$ cat config.mk
export PLATFORM = sky130hd
export DESIGN_NAME = sha256_message_digest
export DESIGN_NICKNAME = d
export VERILOG_FILES = /design/src/sha_pkg.sv /design/src/sha_front.sv /design/src/sha_queue.sv /design/src/sha_core.sv /design/src/sha256_message_digest.sv
export SDC_FILE = /design/constraint.sdc
export NUM_CORES = 2
export LEC_CHECK = 0
export BUFFER_PORTS_ARGS = -buffer_cell sky130_fd_sc_hd__buf_2
export CAP_MARGIN = 20
export CELL_PAD_IN_SITES_DETAIL_PLACEMENT = 0
export CELL_PAD_IN_SITES_GLOBAL_PLACEMENT = 1
export CORE_ASPECT_RATIO = 0.9
export CORE_MARGIN = 5
export CORE_UTILIZATION = 53
export DETAILED_ROUTE_END_ITERATION = 8
export GPL_TIMING_DRIVEN = 0
export HOLD_SLACK_MARGIN = 0.15
export PLACE_DENSITY_LB_ADDON = 0.1
export SLEW_MARGIN = 5
export SYNTH_ARGS = -nofsm -noshare
export SYNTH_HDL_FRONTEND = slang
export SYNTH_SLANG_ARGS = --single-unit
$ cat constraint.sdc
create_clock -name i_clk -period 17.7 [get_ports i_clk]
set_input_delay 2.655 -clock i_clk [delete_from_list [all_inputs] [get_ports i_clk]]
set_output_delay 2.655 -clock i_clk [all_outputs]
set_load 0.05 [all_outputs]
$ cat src/sha_pkg.sv
// Shared types and constants for the SHA-256 digest block.
// Used by sha_front, sha_queue, sha_core and the top level; no dependencies.
package sha_pkg;

    // word queue between the packing front end and the compression core
    localparam int QDEPTH = 16;
    localparam int QAW    = $clog2(QDEPTH);

    // one queued message-schedule word plus block tags
    typedef struct packed {
        logic [31:0] word;
        logic        last_blk;   // 16th word of the message's final block
        logic        too_long;   // message length overflowed 2^61 bytes
    } t_qword;

    // round constants
    localparam logic [31:0] K_TABLE [64] = '{
        32'h428a2f98, 32'h71374491, 32'hb5c0fbcf, 32'he9b5dba5,
        32'h3956c25b, 32'h59f111f1, 32'h923f82a4, 32'hab1c5ed5,
        32'hd807aa98, 32'h12835b01, 32'h243185be, 32'h550c7dc3,
        32'h72be5d74, 32'h80deb1fe, 32'h9bdc06a7, 32'hc19bf174,
        32'he49b69c1, 32'hefbe4786, 32'h0fc19dc6, 32'h240ca1cc,
        32'h2de92c6f, 32'h4a7484aa, 32'h5cb0a9dc, 32'h76f988da,
        32'h983e5152, 32'ha831c66d, 32'hb00327c8, 32'hbf597fc7,
        32'hc6e00bf3, 32'hd5a79147, 32'h06ca6351, 32'h14292967,
        32'h27b70a85, 32'h2e1b2138, 32'h4d2c6dfc, 32'h53380d13,
        32'h650a7354, 32'h766a0abb, 32'h81c2c92e, 32'h92722c85,
        32'ha2bfe8a1, 32'ha81a664b, 32'hc24b8b70, 32'hc76c51a3,
        32'hd192e819, 32'hd6990624, 32'hf40e3585, 32'h106aa070,
        32'h19a4c116, 32'h1e376c08, 32'h2748774c, 32'h34b0bcb5,
        32'h391c0cb3, 32'h4ed8aa4a, 32'h5b9cca4f, 32'h682e6ff3,
        32'h748f82ee, 32'h78a5636f, 32'h84c87814, 32'h8cc70208,
        32'h90befffa, 32'ha4506ceb, 32'hbef9a3f7, 32'hc67178f2
    };

    // initial hash values
    localparam logic [31:0] IV_TABLE [8] = '{
        32'h6a09e667, 32'hbb67ae85, 32'h3c6ef372, 32'ha54ff53a,
        32'h510e527f, 32'h9b05688c, 32'h1f83d9ab, 32'h5be0cd19
    };

    localparam logic [7:0] PAD_BYTE = 8'h80;

endpackage

$ cat src/sha_front.sv
// Front end: accepts byte transactions, packs them big-endian into 32-bit
// words, counts the message length and generates the padding words.
// Depends on sha_pkg.
module sha_front import sha_pkg::*; (
    input  logic        i_clk,
    input  logic        i_rst_n,
    input  logic        i_in_valid,
    output logic        o_in_stall,
    input  logic [7:0]  i_data_byte,
    input  logic        i_byte_present,
    input  logic        i_end_of_message,
    output logic        o_push,
    output t_qword      o_push_data,
    input  logic        i_full
);

    localparam logic [2:0] F_IDLE = 3'd0;
    localparam logic [2:0] F_PAD  = 3'd1;
    localparam logic [2:0] F_ZERO = 3'd2;
    localparam logic [2:0] F_LHI  = 3'd3;
    localparam logic [2:0] F_LLO  = 3'd4;

    localparam logic [3:0] WIDX_LEN_HI = 4'd14;

    logic [2:0]  r_state, n_state;
    logic [60:0] r_count, n_count;
    logic        r_ovf, n_ovf;
    logic [23:0] r_acc, n_acc;
    logic [3:0]  r_widx, n_widx;
    logic        w_accept;
    logic [31:0] w_pad_word;

    assign o_in_stall = (r_state != F_IDLE) || i_full;
    assign w_accept   = i_in_valid && !o_in_stall;

    // partial word with the 0x80 pad byte appended
    always_comb begin
        unique case (r_count[1:0])
            2'd0: w_pad_word = {PAD_BYTE, 24'h0};
            2'd1: w_pad_word = {r_acc[7:0], PAD_BYTE, 16'h0};
            2'd2: w_pad_word = {r_acc[15:0], PAD_BYTE, 8'h0};
            2'd3: w_pad_word = {r_acc[23:0], PAD_BYTE};
        endcase
    end

    // packing and padding sequencer
    always_comb begin
        n_state     = r_state;
        n_count     = r_count;
        n_ovf       = r_ovf;
        n_acc       = r_acc;
        n_widx      = r_widx;
        o_push      = 1'b0;
        o_push_data = '{word: 32'h0, last_blk: 1'b0, too_long: 1'b0};
        unique case (r_state)
            F_IDLE: begin
                if (w_accept && i_byte_present) begin
                    n_count = r_count + 61'd1;
                    if (r_count == {61{1'b1}}) begin
                        n_ovf = 1'b1;
                    end
                    if (r_count[1:0] == 2'd3) begin
                        o_push           = 1'b1;
                        o_push_data.word = {r_acc, i_data_byte};
                    end else begin
                        n_acc = {r_acc[15:0], i_data_byte};
                    end
                end
                if (w_accept && i_end_of_message) begin
                    n_state = F_PAD;
                end
            end
            F_PAD: begin
                if (!i_full) begin
                    o_push           = 1'b1;
                    o_push_data.word = w_pad_word;
                    n_widx           = r_count[5:2] + 4'd1;
                    n_state          = (r_count[5:2] == WIDX_LEN_HI - 4'd1) ? F_LHI : F_ZERO;
                end
            end
            F_ZERO: begin
                if (!i_full) begin
                    o_push = 1'b1;
                    n_widx = r_widx + 4'd1;
                    if (r_widx == WIDX_LEN_HI - 4'd1) begin
                        n_state = F_LHI;
                    end
                end
            end
            F_LHI: begin
                if (!i_full) begin
                    o_push           = 1'b1;
                    o_push_data.word = r_count[60:29];
                    n_state          = F_LLO;
                end
            end
            F_LLO: begin
                if (!i_full) begin
                    o_push               = 1'b1;
                    o_push_data.word     = {r_count[28:0], 3'b000};
                    o_push_data.last_blk = 1'b1;
                    o_push_data.too_long = r_ovf;
                    n_count              = '0;
                    n_ovf                = 1'b0;
                    n_state              = F_IDLE;
                end
            end
            default: begin
                n_state = F_IDLE;
            end
        endcase
    end

    // control registers
    always_ff @(posedge i_clk) begin
        if (!i_rst_n) begin
            r_state <= F_IDLE;
            r_count <= '0;
            r_ovf   <= 1'b0;
        end else begin
            r_state <= n_state;
            r_count <= n_count;
            r_ovf   <= n_ovf;
        end
    end

    // byte accumulator and word position
    always_ff @(posedge i_clk) begin
        r_acc  <= n_acc;
        r_widx <= n_widx;
    end

endmodule

$ cat src/sha_queue.sv
// Short word queue between the front end and the compression core.
// Depends on sha_pkg.
module sha_queue import sha_pkg::*; (
    input  logic   i_clk,
    input  logic   i_rst_n,
    input  logic   i_push,
    input  t_qword i_push_data,
    output logic   o_full,
    input  logic   i_pop,
    output t_qword o_head,
    output logic   o_empty
);

    t_qword             r_mem [QDEPTH];
    logic [QAW-1:0]     r_wr;
    logic [QAW-1:0]     r_rd;
    logic [QAW:0]       r_cnt;
    logic               w_push;
    logic               w_pop;

    assign o_full  = (r_cnt == (QAW+1)'(QDEPTH));
    assign o_empty = (r_cnt == '0);
    assign o_head  = r_mem[r_rd];
    assign w_push  = i_push && !o_full;
    assign w_pop   = i_pop && !o_empty;

    // pointers and fill count
    always_ff @(posedge i_clk) begin
        if (!i_rst_n) begin
            r_wr  <= '0;
            r_rd  <= '0;
            r_cnt <= '0;
        end else begin
            if (w_push) begin
                r_wr <= r_wr + 1'b1;
            end
            if (w_pop) begin
                r_rd <= r_rd + 1'b1;
            end
            r_cnt <= r_cnt + (QAW+1)'(w_push) - (QAW+1)'(w_pop);
        end
    end

    // storage
    always_ff @(posedge i_clk) begin
        if (w_push) begin
            r_mem[r_wr] <= i_push_data;
        end
    end

endmodule

$ cat src/sha_core.sv
// Back end: 64-round SHA-256 compression, one round per cycle while queue words are
// at hand, with a rolling 16-word schedule window; holds the chain value and emits the digest.
// Depends on sha_pkg.
module sha_core import sha_pkg::*; (
    input  logic        i_clk,
    input  logic        i_rst_n,
    input  t_qword      i_head,
    input  logic        i_empty,
    output logic        o_pop,
    output logic        o_out_valid,
    input  logic        i_out_stall,
    output logic [31:0] o_digest_word,
    output logic [2:0]  o_word_index,
    output logic        o_last_word,
    output logic        o_too_long
);

    localparam logic [1:0] B_IDLE  = 2'd0;
    localparam logic [1:0] B_ROUND = 2'd1;
    localparam logic [1:0] B_ADD   = 2'd2;
    localparam logic [1:0] B_OUT   = 2'd3;

    logic [1:0]  r_state, n_state;
    logic [31:0] r_chain [8];
    logic [31:0] r_v [8];
    logic [31:0] r_w [16];
    logic [5:0]  r_t;
    logic        r_last;
    logic        r_toolong;
    logic [2:0]  r_oidx;

    logic        w_need;
    logic        w_step;
    logic        w_out_take;
    logic [31:0] w_sched;
    logic [31:0] w_wt;
    logic [31:0] w_t1;
    logic [31:0] w_t2;

    function automatic logic [31:0] rotr(input logic [31:0] x, input int n);
        rotr = (x >> n) | (x << (32 - n));
    endfunction

    // rounds 0..15 take words from the queue, later rounds expand the window
    assign w_need  = (r_t[5:4] == 2'b00);
    assign w_sched = (rotr(r_w[14], 17) ^ rotr(r_w[14], 19) ^ (r_w[14] >> 10))
                   + r_w[9]
                   + (rotr(r_w[1], 7) ^ rotr(r_w[1], 18) ^ (r_w[1] >> 3))
                   + r_w[0];
    assign w_wt    = w_need ? i_head.word : w_sched;
    assign w_step  = (r_state == B_ROUND) && (!w_need || !i_empty);
    assign o_pop   = w_step && w_need;

    // round function
    assign w_t1 = r_v[7]
                + (rotr(r_v[4], 6) ^ rotr(r_v[4], 11) ^ rotr(r_v[4], 25))
                + ((r_v[4] & r_v[5]) ^ (~r_v[4] & r_v[6]))
                + K_TABLE[r_t] + w_wt;
    assign w_t2 = (rotr(r_v[0], 2) ^ rotr(r_v[0], 13) ^ rotr(r_v[0], 22))
                + ((r_v[0] & r_v[1]) ^ (r_v[0] & r_v[2]) ^ (r_v[1] & r_v[2]));

    // digest output straight from the chain registers
    assign o_out_valid   = (r_state == B_OUT);
    assign o_digest_word = r_toolong ? 32'h0 : r_chain[r_oidx];
    assign o_word_index  = r_oidx;
    assign o_last_word   = (r_oidx == 3'd7);
    assign o_too_long    = r_toolong;
    assign w_out_take    = o_out_valid && !i_out_stall;

    // state sequence
    always_comb begin
        n_state = r_state;
        unique case (r_state)
            B_IDLE:  if (!i_empty) n_state = B_ROUND;
            B_ROUND: if (w_step && r_t == 6'd63) n_state = B_ADD;
            B_ADD:   n_state = r_last ? B_OUT : B_IDLE;
            B_OUT:   if (w_out_take && o_last_word) n_state = B_IDLE;
        endcase
    end

    // control and chain value
    always_ff @(posedge i_clk) begin
        if (!i_rst_n) begin
            r_state   <= B_IDLE;
            r_t       <= '0;
            r_oidx    <= '0;
            r_last    <= 1'b0;
            r_toolong <= 1'b0;
            for (int i = 0; i < 8; i++) begin
                r_chain[i] <= IV_TABLE[i];
            end
        end else begin
            r_state <= n_state;
            unique case (r_state)
                B_IDLE: begin
                    r_t    <= '0;
                    r_oidx <= '0;
                end
                B_ROUND: begin
                    if (w_step) begin
                        r_t <= r_t + 6'd1;
                    end
                    if (o_pop && r_t == 6'd15) begin
                        r_last    <= i_head.last_blk;
                        r_toolong <= i_head.too_long;
                    end
                end
                B_ADD: begin
                    for (int i = 0; i < 8; i++) begin
                        r_chain[i] <= r_chain[i] + r_v[i];
                    end
                end
                B_OUT: begin
                    if (w_out_take) begin
                        r_oidx <= r_oidx + 3'd1;
                        if (o_last_word) begin
                            r_last    <= 1'b0;
                            r_toolong <= 1'b0;
                            for (int i = 0; i < 8; i++) begin
                                r_chain[i] <= IV_TABLE[i];
                            end
                        end
                    end
                end
            endcase
        end
    end

    // working variables and schedule window
    always_ff @(posedge i_clk) begin
        if (r_state == B_IDLE) begin
            for (int i = 0; i < 8; i++) begin
                r_v[i] <= r_chain[i];
            end
        end else if (w_step) begin
            r_v[0] <= w_t1 + w_t2;
            r_v[1] <= r_v[0];
            r_v[2] <= r_v[1];
            r_v[3] <= r_v[2];
            r_v[4] <= r_v[3] + w_t1;
            r_v[5] <= r_v[4];
            r_v[6] <= r_v[5];
            r_v[7] <= r_v[6];
            for (int i = 0; i < 15; i++) begin
                r_w[i] <= r_w[i+1];
            end
            r_w[15] <= w_wt;
        end
    end

endmodule

$ cat src/sha256_message_digest.sv
// SHA-256 digest: one byte transaction per cycle while packing, unless the queue is
// full; the core handles a 64-byte block as load, 64 rounds and chain add, overlapped
// with packing of the next block through a 16-word queue.
// An end transaction stalls input while the padding words are pushed (longer while the
// queue is full); the digest words are output after the chain add of the last block,
// which may be an extra block of zero words and the length. Sync active-low reset loads IV.
module sha256_message_digest import sha_pkg::*; (
    input  logic        i_clk,
    input  logic        i_rst_n,
    input  logic        i_in_valid,
    output logic        o_in_stall,
    input  logic [7:0]  i_data_byte,
    input  logic        i_byte_present,
    input  logic        i_end_of_message,
    output logic        o_out_valid,
    input  logic        i_out_stall,
    output logic [31:0] o_digest_word,
    output logic [2:0]  o_word_index,
    output logic        o_last_word,
    output logic        o_too_long
);

    logic   w_push;
    t_qword w_push_data;
    logic   w_full;
    logic   w_pop;
    t_qword w_head;
    logic   w_empty;

    sha_front u_front (
        .i_clk            (i_clk),
        .i_rst_n          (i_rst_n),
        .i_in_valid       (i_in_valid),
        .o_in_stall       (o_in_stall),
        .i_data_byte      (i_data_byte),
        .i_byte_present   (i_byte_present),
        .i_end_of_message (i_end_of_message),
        .o_push           (w_push),
        .o_push_data      (w_push_data),
        .i_full           (w_full)
    );

    sha_queue u_queue (
        .i_clk       (i_clk),
        .i_rst_n     (i_rst_n),
        .i_push      (w_push),
        .i_push_data (w_push_data),
        .o_full      (w_full),
        .i_pop       (w_pop),
        .o_head      (w_head),
        .o_empty     (w_empty)
    );

    sha_core u_core (
        .i_clk         (i_clk),
        .i_rst_n       (i_rst_n),
        .i_head        (w_head),
        .i_empty       (w_empty),
        .o_pop         (w_pop),
        .o_out_valid   (o_out_valid),
        .i_out_stall   (i_out_stall),
        .o_digest_word (o_digest_word),
        .o_word_index  (o_word_index),
        .o_last_word   (o_last_word),
        .o_too_long    (o_too_long)
    );

    // front never pushes into a full queue
    a_no_overflow: assert property (@(posedge i_clk) disable iff (!i_rst_n)
        !(w_push && w_full))
        else $error("word pushed into full queue");

    // a taken last word ends the digest burst
    a_burst_end: assert property (@(posedge i_clk) disable iff (!i_rst_n)
        (o_out_valid && !i_out_stall && o_last_word) |=> !o_out_valid)
        else $error("output valid after last digest word");

    // overlong messages report zero words
    a_too_long_zero: assert property (@(posedge i_clk) disable iff (!i_rst_n)
        (o_out_valid && o_too_long) |-> (o_digest_word == 32'h0))
        else $error("nonzero digest word on overlong message");

endmodule
==> results.py <==
metrics = {
    "placed_design": {
        "gp_congestion": 1.051,
        "place_hpwl_mm": 231.8,
        "dp.cells": 9821,
        "io_buffers": 51,
        "dp_slack_ps": 5604,
    },
    "floorplanning": {
        "die_w_um": 446.1,
        "pin_count": 53,
        "die_area_um2": 179500,
        "die_h_um": 402.5,
        "start_util": 0.5316,
        "core-area_um2": 170600,
        "rows": 144,
    },
    "yosys": {
        "synth_most_common_cell": "edfxtp_1",
        "synth_cell_types": 86,
        "synth_seq_cells": 1694,
        "syn_area_per_cell_um2": 12.21,
        "syn_area_um2": 90700,
        "synth-main-ff-cell": "edfxtp_1",
        "synth_nets": 8059,
        "synth_top_area_share": 0.4860,
        "seq_area_frac_synth": 0.5359,
        "synthTopCellsByCount": "edfxtp_1, nand2_1, a21oi_1, nor2_1, ha_1",
        "yosys_warnings": 0,
        "async_flop_share": 0,
        "synthTopCellsByArea": "edfxtp_1, mux4_2, ha_1",
        "synth_edf_count": 1468,
        "syn_inst": 7428,
        "synth_top_area_cell": "edfxtp_1",
    },
    "global_routing": {
        "grt_pass1_vias": 59500,
        "overflow": 0,
        "grt_pass1_wl_mm": 433.5,
        "grt_usage": 0.3363,
        "grt_antenna_before_repair": 9,
        "grt_max_degree": 114,
    },
    "sta": {
        "hold_viol": 0,
        "period_needed_ps": 12560,
        "setup_slack_ps": 5138,
        "fmax_ghz": 0.07960,
        "slew_headroom": 0.09566,
        "tightest_slew_ps": 1357,
        "setup_viol": 0,
        "clock_skew_ps": 76.27,
        "slew_violations": 0,
        "grt_setup_unrepaired": "false",
        "period_share": 0.7097,
    },
    "drt": {
        "highest_layer": "met5",
        "first_iter_violations": 8510,
        "wl_met1_mm": 134.4,
        "routedWlPerCell_um": 30.16,
        "wl_met2_mm": 125.6,
        "vias": 63610,
        "detail-route-antenna-nets": 0,
        "drc": 0,
        "dr.pass1.iters": 8,
        "met3_length_mm": 33.08,
        "via_per_inst": 6.264,
        "drt_wl_total_mm": 306.3,
    },
    "cts": {
        "clkLatencyLatePin_ps": 850,
        "cts_resized": 0,
        "clk_pin_slew_worst_paths_ps": 70,
        "cts_tree": "yes",
        "h-tree-depth": 4,
        "clock-sinks": 1694,
        "cts-buffers-inserted": 173,
        "cts_root_buf": "clkbuf_16",
        "ctsHoldBuffers": 0,
        "cts_setup_buffers": 0,
        "clock_path_buffers": 3,
    },
    "worst_setup_path": {
        "crit_fanout": 15,
        "cp.arrival_ps": 13070,
        "end_kind": "flip-flop",
        "crit_slowest_cell": "dfxtp_1",
        "max_stage_delay_ps": 950,
        "critical_path_class": "flip-flop to flip-flop",
        "start_kind": "flip-flop",
        "r2r_setup_slack_ps": 5140,
        "required_ps": 18210,
        "timing.critical_path.mode_cell": "o21ai_0",
    },
    "layout": {
        "register_area_um2": 48610,
        "stdcell_count": 10160,
        "areaGrowthSynthToFinish_pct": 11.58,
        "nNetsFinal": 8376,
        "fill_cells": 13700,
        "multi_input_area_um2": 39530,
        "drive_gt1_frac": 0.1022,
    },
    "flow_run": {
        "drv_cap": 0,
    },
    "min_path": {
        "hold_path_class": "flip-flop to flip-flop",
    },
    "run_status": {
        "status": "completed",
    },
}
worst max-delay path: cells and delay by family (launching register included):
| family | cells | cell delay [ps] |
|---|---|---|
| DFF | 1 | 950 |
| xor gates and xnor gates | 3 | 560 |
| adders and majority gates | 7 | 3040 |
| buffers and inverters | 8 | 2010 |
| and+or+nand+nor | 6 | 1080 |
| AOI/OAI and AO/OA | 14 | 4600 |
cell usage in the layout, fill, tap and decap left out, types with 242 or more instances in the layout:
cell type,instances
xor2_1,244
o21ai_0,362
nand2_1,929
xnor2_1,379
edfxtp_1,1468
ha_1,421
a21oi_1,427
mux4_2,242
clkbuf_1,289
inv_1,376
nor2_1,412
cell type report:
type | instances | share of cell area
Tap cell | 2263 | 0.02798
Buffer | 333 | 0.01245
Clock inverter | 118 | 0.01449
Sequential cell | 1694 | 0.4803
Timing Repair Buffer | 142 | 0.01496
Antenna cell | 2 | 0.00004945
Clock buffer | 202 | 0.04496
Multi-Input combinational cell | 5019 | 0.3905
Inverter | 382 | 0.01429
path summary, 6_finish.rpt:
path / startpoint / end / cells after the start
min reg2reg: u_core.r_w[13][13]$_DFFE_PP_ / u_core.r_w[12][13]$_DFFE_PP_ / 0
max reg2reg: u_core.r_t[2]$_SDFFE_PN0P_ / u_core.r_v[0][31]$_DFFE_PP_ / 38
max: u_core.r_t[2]$_SDFFE_PN0P_ / u_core.r_v[0][31]$_DFFE_PP_ / 38
min: u_core.r_w[13][13]$_DFFE_PP_ / u_core.r_w[12][13]$_DFFE_PP_ / 0
per-layer routing:
| metal | global-route usage | up-vias |
|---|---|---|
| li1 | - | 27780 |
| met1 | 0.5160 | 31980 |
| met2 | 0.4686 | 3358 |
| met3 | 0.07714 | 490 |
| met4 | 0.1212 | 6 |
| met5 | 0 | - |
sequential cells by signal, summed over array words and instances, names as in the netlist, 4 cells and up, named ones only:
name,flops
u_queue.r_mem,544
u_front.r_widx,4
u_core.r_v,256
u_core.r_chain,256
u_core.r_t,6
u_queue.r_rd,4
u_front.r_count,61
u_queue.r_cnt,5
u_queue.r_wr,4
u_front.r_acc,24
u_core.r_w,512
stage by stage:
stage	hold slack [ps]	setup TNS [ps]	utilization	instance area (um^2)
floorplan	400.3	0	-	90700
global placement	400.3	-2659890	0.5497	93790
detailed placement	404.5	0	0.5571	95050
CTS	370.6	0	0.5924	101100
global route	379.2	0	0.5931	101200
finish	381.3	0	0.5932	101200
logic make-up after synthesis:
family,Yosys count,share of synthesized area
multiplexers,395,0.07794
XOR/XNOR,623,0.06016
adder cells (fa/ha/maj),635,0.1033
AND/OR/NAND/NOR,1917,0.09314
buffers and inverters,715,0.02959
flip-flops,1694,0.5359
AO/OA/AOI/OAI,1449,0.09993
Power is not shown: default switching activity piles up to over one toggle a cycle in this logic, so the estimate is an artifact.
